--- config.mk ---
export PLATFORM = sky130hd
export DESIGN_NAME = modbus_slave_data_tables_core
export DESIGN_NICKNAME = d
export VERILOG_FILES = /design/src/sv/mbsdt_pkg.sv /design/src/sv/modbus_slave_data_tables_core.sv
export SDC_FILE = /design/constraint.sdc
export NUM_CORES = 1
export LEC_CHECK = 0
export ABC_AREA = 1
export BUFFER_PORTS_ARGS = -buffer_cell sky130_fd_sc_hd__buf_2
export CAP_MARGIN = 20
export CORE_MARGIN = 10
export CORE_UTILIZATION = 55
export DETAILED_ROUTE_END_ITERATION = 8
export GPL_TIMING_DRIVEN = 0
export PLACE_DENSITY_LB_ADDON = 0.3
export REMOVE_ABC_BUFFERS = 1
export SYNTH_ARGS = -nofsm -noshare
export SYNTH_HDL_FRONTEND = slang
export SYNTH_SLANG_ARGS = --single-unit
export TNS_END_PERCENT = 5
--- constraint.sdc ---
create_clock -name clk_i -period 6.17 [get_ports clk_i]
set_input_delay 0.3085 -clock clk_i [delete_from_list [all_inputs] [get_ports clk_i]]
set_output_delay 0.3085 -clock clk_i [all_outputs]
set_load 0.1 [all_outputs]
--- src/sv/mbsdt_pkg.sv ---
// Shared codes and helpers for the Modbus slave data tables block.
// Holds function codes, table reset values and mask helpers; no dependencies.
package mbsdt_pkg;

  // Request function codes
  localparam logic [2:0] FUNC_READ_COILS     = 3'd0;
  localparam logic [2:0] FUNC_WRITE_COILS    = 3'd1;
  localparam logic [2:0] FUNC_READ_DISCRETES = 3'd2;
  localparam logic [2:0] FUNC_READ_INPUT_REG = 3'd3;
  localparam logic [2:0] FUNC_READ_HOLDING   = 3'd4;
  localparam logic [2:0] FUNC_WRITE_HOLDING  = 3'd5;
  localparam logic [2:0] FUNC_SAMPLE_PINS    = 3'd6;

  // Result status codes
  localparam logic STATUS_OK          = 1'b0;
  localparam logic STATUS_ILLEGAL_ADR = 1'b1;

  // Most words a holding read emits
  localparam int unsigned RESULT_LIMIT = 8;

  // Low n bits set, saturating at the full 16-bit word
  function automatic logic [15:0] mask16(input logic [15:0] n);
    logic [15:0] m;
    if (n >= 16'd16) begin
      m = 16'hFFFF;
    end else begin
      m = (16'd1 << n[3:0]) - 16'd1;
    end
    return m;
  endfunction

  // Holding table value after reset, entries beyond the eighth are zero
  function automatic logic [15:0] holding_init(input logic [5:0] idx);
    logic [15:0] w;
    case (idx)
      6'd0:    w = 16'hFFFF;
      6'd1:    w = 16'hFFFF;
      6'd2:    w = 16'hFFFF;
      6'd3:    w = 16'hFFFF;
      6'd4:    w = 16'h1EB8;
      6'd5:    w = 16'h4055;
      6'd6:    w = 16'h147B;
      6'd7:    w = 16'h408E;
      default: w = 16'h0000;
    endcase
    return w;
  endfunction

endpackage

--- src/sv/modbus_slave_data_tables_core.sv ---
// Modbus slave data store: coil, discrete-input and holding-register tables.
// Depends on mbsdt_pkg for function codes, reset table values and masks.

// Issue a request by raising start_i while busy_o is low; the item is taken at
// that clock edge. Every request answers with one or more results, each shown
// for exactly one cycle with valid_o high; the receiver cannot stall them, so
// sample every cycle. A single-result request answers in the cycle after it is
// taken and a new item may be taken in that same cycle, so the block sustains
// one item per cycle for those. A holding read of n words (n at most 8) reads
// the holding memory once per cycle, emits one word per cycle in the cycles
// after acceptance and holds busy_o high until its final word is read, so no
// new item is taken while it runs; the holding memory has a single read port.
// Addresses are 1-based and range checked against the table size (one entry
// for input-register reads); a failed check gives one result with status 1 and
// changes nothing. coil_image_o shows the coil table as it stands after the
// item that the current result belongs to. Holding entries read their reset
// values until first written; no clearing pass runs after reset.
module modbus_slave_data_tables_core
  import mbsdt_pkg::*;
#(
  parameter int unsigned COIL_COUNT    = 11,
  parameter int unsigned INPUT_COUNT   = 8,
  parameter int unsigned HOLDING_COUNT = 8
) (
  input  logic        clk_i,
  input  logic        rst_ni,
  input  logic        start_i,
  output logic        busy_o,
  input  logic [2:0]  func_i,
  input  logic [15:0] address_i,
  input  logic [15:0] count_i,
  input  logic [15:0] write_data_i,
  input  logic [15:0] pin_levels_i,
  output logic        valid_o,
  output logic        status_o,
  output logic [15:0] read_data_o,
  output logic        last_o,
  output logic [15:0] coil_image_o
);

  localparam int unsigned AW = (HOLDING_COUNT > 1) ? $clog2(HOLDING_COUNT) : 1;
  localparam logic [15:0] COIL_MASK  = mask16(16'(COIL_COUNT));
  localparam logic [15:0] INPUT_MASK = mask16(16'(INPUT_COUNT));
  localparam logic [16:0] COIL_SIZE  = 17'(COIL_COUNT);
  localparam logic [16:0] INPUT_SIZE = 17'(INPUT_COUNT);
  localparam logic [16:0] HOLD_SIZE  = 17'(HOLDING_COUNT);

  typedef enum logic {S_IDLE, S_HREAD} state_e;

  state_e      state_q;
  logic [15:0] coil_q, coil_d;
  logic [15:0] input_q, input_d;

  // Holding read sequencer
  logic [AW-1:0] idx_q;
  logic [2:0]    left_q;

  // Result stage
  logic        valid_q, status_q, last_q, from_mem_q;
  logic [15:0] data_q;

  // Holding memory, its valid bits and its registered read port
  logic [15:0]              hold_mem [HOLDING_COUNT];
  logic [HOLDING_COUNT-1:0] hvalid_q;
  logic [15:0]              rd_data_q;
  logic                     rd_valid_q;
  logic [AW-1:0]            rd_idx_q;

  logic        accept, busy;
  logic [15:0] start16;
  logic [3:0]  sh;
  logic [16:0] span;
  logic        addr_nz;
  logic        res_ok;
  logic [15:0] res_data;
  logic        hread_go;
  logic [2:0]  hread_left;
  logic        mem_we;
  logic        rd_en;
  logic [AW-1:0] rd_addr;
  logic [15:0] wmask;
  logic [15:0] mem_word;

  assign busy    = (state_q == S_HREAD);
  assign busy_o  = busy;
  assign accept  = start_i && !busy;
  assign start16 = address_i - 16'd1;
  assign sh      = start16[3:0];
  assign span    = {1'b0, start16} + {1'b0, count_i};
  assign addr_nz = (address_i != 16'd0);
  assign wmask   = (mask16(count_i) << sh) & COIL_MASK;

  // Decode the item: range check, read window, table updates
  always_comb begin
    res_ok     = 1'b1;
    res_data   = 16'd0;
    coil_d     = coil_q;
    input_d    = input_q;
    hread_go   = 1'b0;
    mem_we     = 1'b0;
    hread_left = (count_i >= 16'(RESULT_LIMIT)) ? 3'(RESULT_LIMIT - 1)
                                                : (count_i[2:0] - 3'd1);
    case (func_i)
      FUNC_READ_COILS: begin
        res_ok = addr_nz && (span <= COIL_SIZE);
        if (res_ok) begin
          res_data = (coil_q >> sh) & mask16(count_i);
        end
      end
      FUNC_WRITE_COILS: begin
        res_ok = addr_nz && (span <= COIL_SIZE);
        if (res_ok) begin
          coil_d = (coil_q & ~wmask) | ((write_data_i << sh) & wmask);
        end
      end
      FUNC_READ_DISCRETES: begin
        res_ok = addr_nz && (span <= INPUT_SIZE);
        if (res_ok) begin
          res_data = (input_q >> sh) & mask16(count_i);
        end
      end
      FUNC_READ_INPUT_REG: begin
        res_ok = addr_nz && (span <= 17'd1);
        if (res_ok && count_i != 16'd0) begin
          res_data = input_q;
        end
      end
      FUNC_READ_HOLDING: begin
        res_ok   = addr_nz && (span <= HOLD_SIZE);
        hread_go = res_ok && (count_i != 16'd0);
      end
      FUNC_WRITE_HOLDING: begin
        res_ok = addr_nz && (span <= HOLD_SIZE);
        mem_we = res_ok && (count_i != 16'd0);
      end
      FUNC_SAMPLE_PINS: begin
        input_d = pin_levels_i & INPUT_MASK;
      end
      default: begin
        // unused code: answer ok with no data
      end
    endcase
  end

  assign rd_en   = (accept && hread_go) || busy;
  assign rd_addr = busy ? idx_q : start16[AW-1:0];

  // Holding memory: one write port, one registered read port
  always_ff @(posedge clk_i) begin
    if (accept && mem_we) begin
      hold_mem[start16[AW-1:0]] <= write_data_i;
    end
    if (rd_en) begin
      rd_data_q <= hold_mem[rd_addr];
      rd_idx_q  <= rd_addr;
    end
  end

  // Valid bits: an entry never written reads as its reset value
  always_ff @(posedge clk_i or negedge rst_ni) begin
    if (!rst_ni) begin
      hvalid_q   <= '0;
      rd_valid_q <= 1'b0;
    end else begin
      if (accept && mem_we) begin
        hvalid_q[start16[AW-1:0]] <= 1'b1;
      end
      if (rd_en) begin
        rd_valid_q <= hvalid_q[rd_addr];
      end
    end
  end

  // Sequencer, tables and result stage
  always_ff @(posedge clk_i or negedge rst_ni) begin
    if (!rst_ni) begin
      state_q    <= S_IDLE;
      coil_q     <= '0;
      input_q    <= '0;
      idx_q      <= '0;
      left_q     <= '0;
      valid_q    <= 1'b0;
      status_q   <= STATUS_OK;
      last_q     <= 1'b0;
      from_mem_q <= 1'b0;
      data_q     <= '0;
    end else begin
      valid_q <= 1'b0;
      if (busy) begin
        // advance one word per cycle, drop busy on the final read
        valid_q    <= 1'b1;
        status_q   <= STATUS_OK;
        from_mem_q <= 1'b1;
        last_q     <= (left_q == 3'd1);
        idx_q      <= idx_q + AW'(1);
        left_q     <= left_q - 3'd1;
        if (left_q == 3'd1) begin
          state_q <= S_IDLE;
        end
      end else if (accept) begin
        coil_q     <= coil_d;
        input_q    <= input_d;
        valid_q    <= 1'b1;
        status_q   <= res_ok ? STATUS_OK : STATUS_ILLEGAL_ADR;
        data_q     <= res_data;
        from_mem_q <= hread_go;
        last_q     <= !hread_go || (hread_left == 3'd0);
        if (hread_go && hread_left != 3'd0) begin
          state_q <= S_HREAD;
          idx_q   <= start16[AW-1:0] + AW'(1);
          left_q  <= hread_left;
        end
      end
    end
  end

  assign mem_word     = rd_valid_q ? rd_data_q : holding_init(6'(rd_idx_q));
  assign valid_o      = valid_q;
  assign status_o     = status_q;
  assign last_o       = last_q;
  assign read_data_o  = from_mem_q ? mem_word : data_q;
  assign coil_image_o = coil_q;

endmodule
==> implementation parameters <==
Parameter                              Value

GRT
  Vias in the first global route    about 9900
  Antenna violations before repair    1
  Wire length of the first global-routing pass    51360 microns
  Total gr overflow    0
  Gr usage total    between 20 and 25%
  Pin count of the biggest net entering global routing    73

Power and ir drop
  Total leakage power    5.652 nW
  Largest vdd supply drop    roughly 0.00028 V
  Total Power Consumption    roughly 3.3 mW
  Power density over the cells    around 250 nW/um^2

Clock tree
  Post-CTS clock slew at the launch and capture registers of the worst setup and hold paths    70 ps
  Worst-Skew Late Latency    roughly 520 ps
  Clock tree buffer depth    3
  Number of H-tree levels    1
  Buffers inserted during post-CTS setup optimization    0
  Number of buffers inserted during clock tree synthesis    22
  Clock tree from TritonCTS    yes
  Clock Sinks    206
  Clock root cell    clkbuf_16

Routing
  Total Routed Length    roughly 32000 microns
  First-pass iteration count of the detailed router    5
  Wire length per cell    18.10 microns
  Via Count    between 10000 and 15000
  DRC Markers    0
  Routed via count divided by cell count    5.736
  Residual antenna-violating net count after detailed routing    0
  Initial detailed-routing violation count    around 1000

Hold path
  Worst Hold Depth    2
  Endpoint of the worst hold path    input_q[4]$_DFFE_PN0P_
  Start point of the worst hold path    pin_levels_i[4]
  HP Class    primary input to register

Synth
  Post-synthesis average cell area    between 8 and 9 sq um
  Number of flops mapped to enable cells by yosys    147
  Mapped cell area    11790 sq um
  Total number of yosys warnings    0
  Share of flip-flops with an asynchronous set or reset    24.27%
  Primary flip-flop cell chosen by synthesis mapping    edfxtp_1
  #FFs+latches synth    between 200 and 250
  Distinct cell type count after synthesis    57
  Fraction of the yosys area taken by sequential cells    approximately half
  Gate count after technology mapping    approximately 1400

Final layout
  # nets final    about 1600
  Util after Layout    63.44%
  Inserted Diodes    0
  Area growth from synthesis to layout    13.44%
  Number of fill cells in the layout    1798
  Layout cells sized above 1    about an eighth

STA
  Pins over their slew limit    0
  Min Clock Period, post-route    about 5600 ps
  Final period utilization    a little over 90%
  Post-route worst setup slack    between 500 and 600 ps
  Endpoints failing hold    0
  Post-Route Skew    between 10 and 15 ps
  Peak clock frequency supported by timing    roughly 0.18 GHz
  RSZ-0062 raised after global routing    no
  Slew of the pin with the lowest slew margin    995.9 ps
  Finish-stage setup viols    0
  Headroom to the max-slew limit    approximately a third

Setup path
  CP Data Arrival Time    roughly 6000 ps
  Type of destination of the critical path    register
  Master of the slowest instance on the critical path    ha_1
  Crit path kind    primary input to register
  Worst path max stage delay    560 ps
  Crit Path Max Fanout    54
  Required time of the critical path    6400 ps
  R2R depth    8
  Worst flop-to-flop path startpoint    busy_o$_DFF_PN0_
  Critical path buffers and inverters    5
  Cell type group with the largest total delay on the critical path    simple AND/OR/NAND/NOR gates
  Flop-to-flop setup slack    between 2000 and 2500 ps
  RR Endpoint    rd_data_q[2]$_DFFE_PN_
  Kind of start point of the critical path    primary input

Die
  Overall die area    about 28000 sq um
  Io pins    roughly 110
  Area of the core region    around 21000 sq um
  Die outline height    about 170 microns
  Die width    166.4 microns
  Starting utilization of the core area    55.93%
  Number of placement rows    between 50 and 60

Outcome
  Outcome    finished clean

Place
  Detailed-placement wirelength estimate    between 20000 and 25000 microns
  Placement Setup Slack    -1160 ps
  Port buffer count    92
  Routability congestion estimate from global placement    just over 0.9

Job
  Maximum Capacitance Violations    0
==> synth_stat cells (3+ instances only) <==
library cell / count / area share [%]
buf_4: 5 / 0.32
buf_1: 3 / 0.095
nand3_2: 3 / 0.25
nor3_1: 17 / 0.72
nor3_2: 3 / 0.25
nand2_1: 306 / 9.7
o211ai_1: 5 / 0.32
xnor2_1: 3 / 0.22
a211oi_1: 8 / 0.51
or2_1: 6 / 0.32
nand4_1: 28 / 1.5
nand3_1: 72 / 3.1
mux2_2: 4 / 0.38
dfrtp_1: 50 / 11
nand3b_1: 9 / 0.57
and2_1: 4 / 0.21
nand2_2: 13 / 0.69
a21oi_1: 34 / 1.4
a2111oi_0: 3 / 0.22
a31oi_1: 24 / 1.3
o22ai_1: 25 / 1.3
ha_1: 29 / 3.1
clkbuf_1: 48 / 1.5
buf_2: 7 / 0.30
o21ai_1: 16 / 0.68
mux2i_1: 5 / 0.42
inv_1: 124 / 3.9
nor2_2: 8 / 0.42
dfxtp_1: 9 / 1.5
o21ai_0: 142 / 6.0
nor4_1: 3 / 0.16
edfxtp_1: 147 / 37
nor2_1: 218 / 6.9
inv_2: 3 / 0.095
clkinv_1: 6 / 0.19
xor2_1: 12 / 0.89
or2_2: 5 / 0.27
==> state kept, by name (all words and copies together), names as in the netlist, named ones only <==
| signal | cells |
|---|---|
| hold_mem | 128 |
| rd_data_q | 16 |
| data_q | 11 |
| hvalid_q | 8 |
| input_q | 8 |
| idx_q | 3 |
| left_q | 3 |
| rd_idx_q | 3 |
| busy_o | 1 |
| from_mem_q | 1 |
| last_o | 1 |
| rd_valid_q | 1 |
| status_o | 1 |
| valid_o | 1 |
==> cells in the final DEF, fill, tap and decap left out, types with 4 or more instances in the layout <==
master / netlist / final
or2_2: 5 / 5
nand3b_1: 9 / 9
mux2_2: 4 / 4
nand2_2: 13 / 13
o22ai_1: 25 / 25
a21oi_1: 34 / 34
clkinv_1: 6 / 8
nor3_1: 17 / 17
nand3_1: 72 / 72
o21ai_0: 142 / 142
nand2_1: 306 / 306
nor2_1: 218 / 212
buf_2: 7 / 91
a211oi_1: 8 / 8
mux2i_1: 5 / 5
nand4_1: 28 / 28
conb_1: 1 / 5
dfxtp_1: 9 / 9
a31oi_1: 24 / 24
xor2_1: 12 / 12
dfrtp_1: 50 / 50
or2_1: 6 / 6
clkbuf_1: 48 / 4
edfxtp_1: 147 / 147
clkbuf_16: 0 / 22
o21ai_1: 16 / 13
o211ai_1: 5 / 5
buf_16: 0 / 5
clkinv_2: 0 / 5
inv_1: 124 / 123
nor2_2: 8 / 12
ha_1: 29 / 28
==> routing by layer <==
metal  GRT usage, %  part of all wire, %  wire (microns)
met3          3.648                  7.3            2374
met5              0                0.037              12
met4          7.293                  3.2            1046
met2          37.42                   47           15400
met1          29.01                   42           13630
==> final cells by class <==
class	count	area, sq um	area share, %
repair inverters	1	5.005	0.03741
inverters	134	510.5	3.816
clock buffers	26	565.5	4.227
multi-input cells	1033	5245	39.20
repair buffers	104	700.7	5.237
flip-flops and latches	206	5846	43.69
well taps	275	344.1	2.572
clock inverters	14	162.7	1.216
==> repair_timing <==
action | 4_1_cts | 5_1_grt
hold buffers | 1 | 0
cloned | 1 | 0
endpoints found under the setup margin | 151 | 135
endpoints found under the hold margin | 11 | 0
gates resized for setup | 5 | 1
==> cells by family after synthesis <==
family,synth area share (%)
AND/OR/NAND/NOR,25.79
multiplexers,0.8063
XOR/XNOR,1.114
adder cells (fa/ha/maj),3.246
AO/OA/AOI/OAI,12.83
buffers and inverters,6.620
flip-flops,49.56
other,0.03180
==> worst max path at each step <==
| stage | slack (ps) | start | cells past startpoint | endpoint |
|---|---|---|---|---|
| CTS | 260 | address_i[0] | 26 | hold_mem[2][2]$_DFFE_PP_ |
| detailed placement | -1160 | address_i[0] | 25 | hold_mem[1][14]$_DFFE_PP_ |
| floorplan | -440 | busy_o$_DFF_PN0_ | 6 | idx_q[2]$_DFFE_PN0P_ |
| finish | 550 | address_i[0] | 26 | hold_mem[3][10]$_DFFE_PP_ |
| global placement | -2890 | busy_o$_DFF_PN0_ | 7 | rd_data_q[0]$_DFFE_PN_ |
| global route | 100 | address_i[0] | 24 | last_o$_DFFE_PN0P_ |
==> where the power goes <==
part,switching [mW],internal (mW)
sequential,0.0153,1.50
clock,0.557,0.786
combinational,0.338,0.150
==> per-stage QoR <==
stage          hold slack [ps]  cell area, sq um  setup TNS, ps  instances
2_1_floorplan            12.91             11530          -8160       1373
3_3_place_gp             442.4             12340        -276560       1740
3_5_place_dp             213.6             12610        -140830       1750
4_1_cts                  16.35             13370              0       1792
5_1_grt                  21.13             13380              0       1793
6_report                 13.69             13380              0       1793
Power figures use the tool's default switching activity.
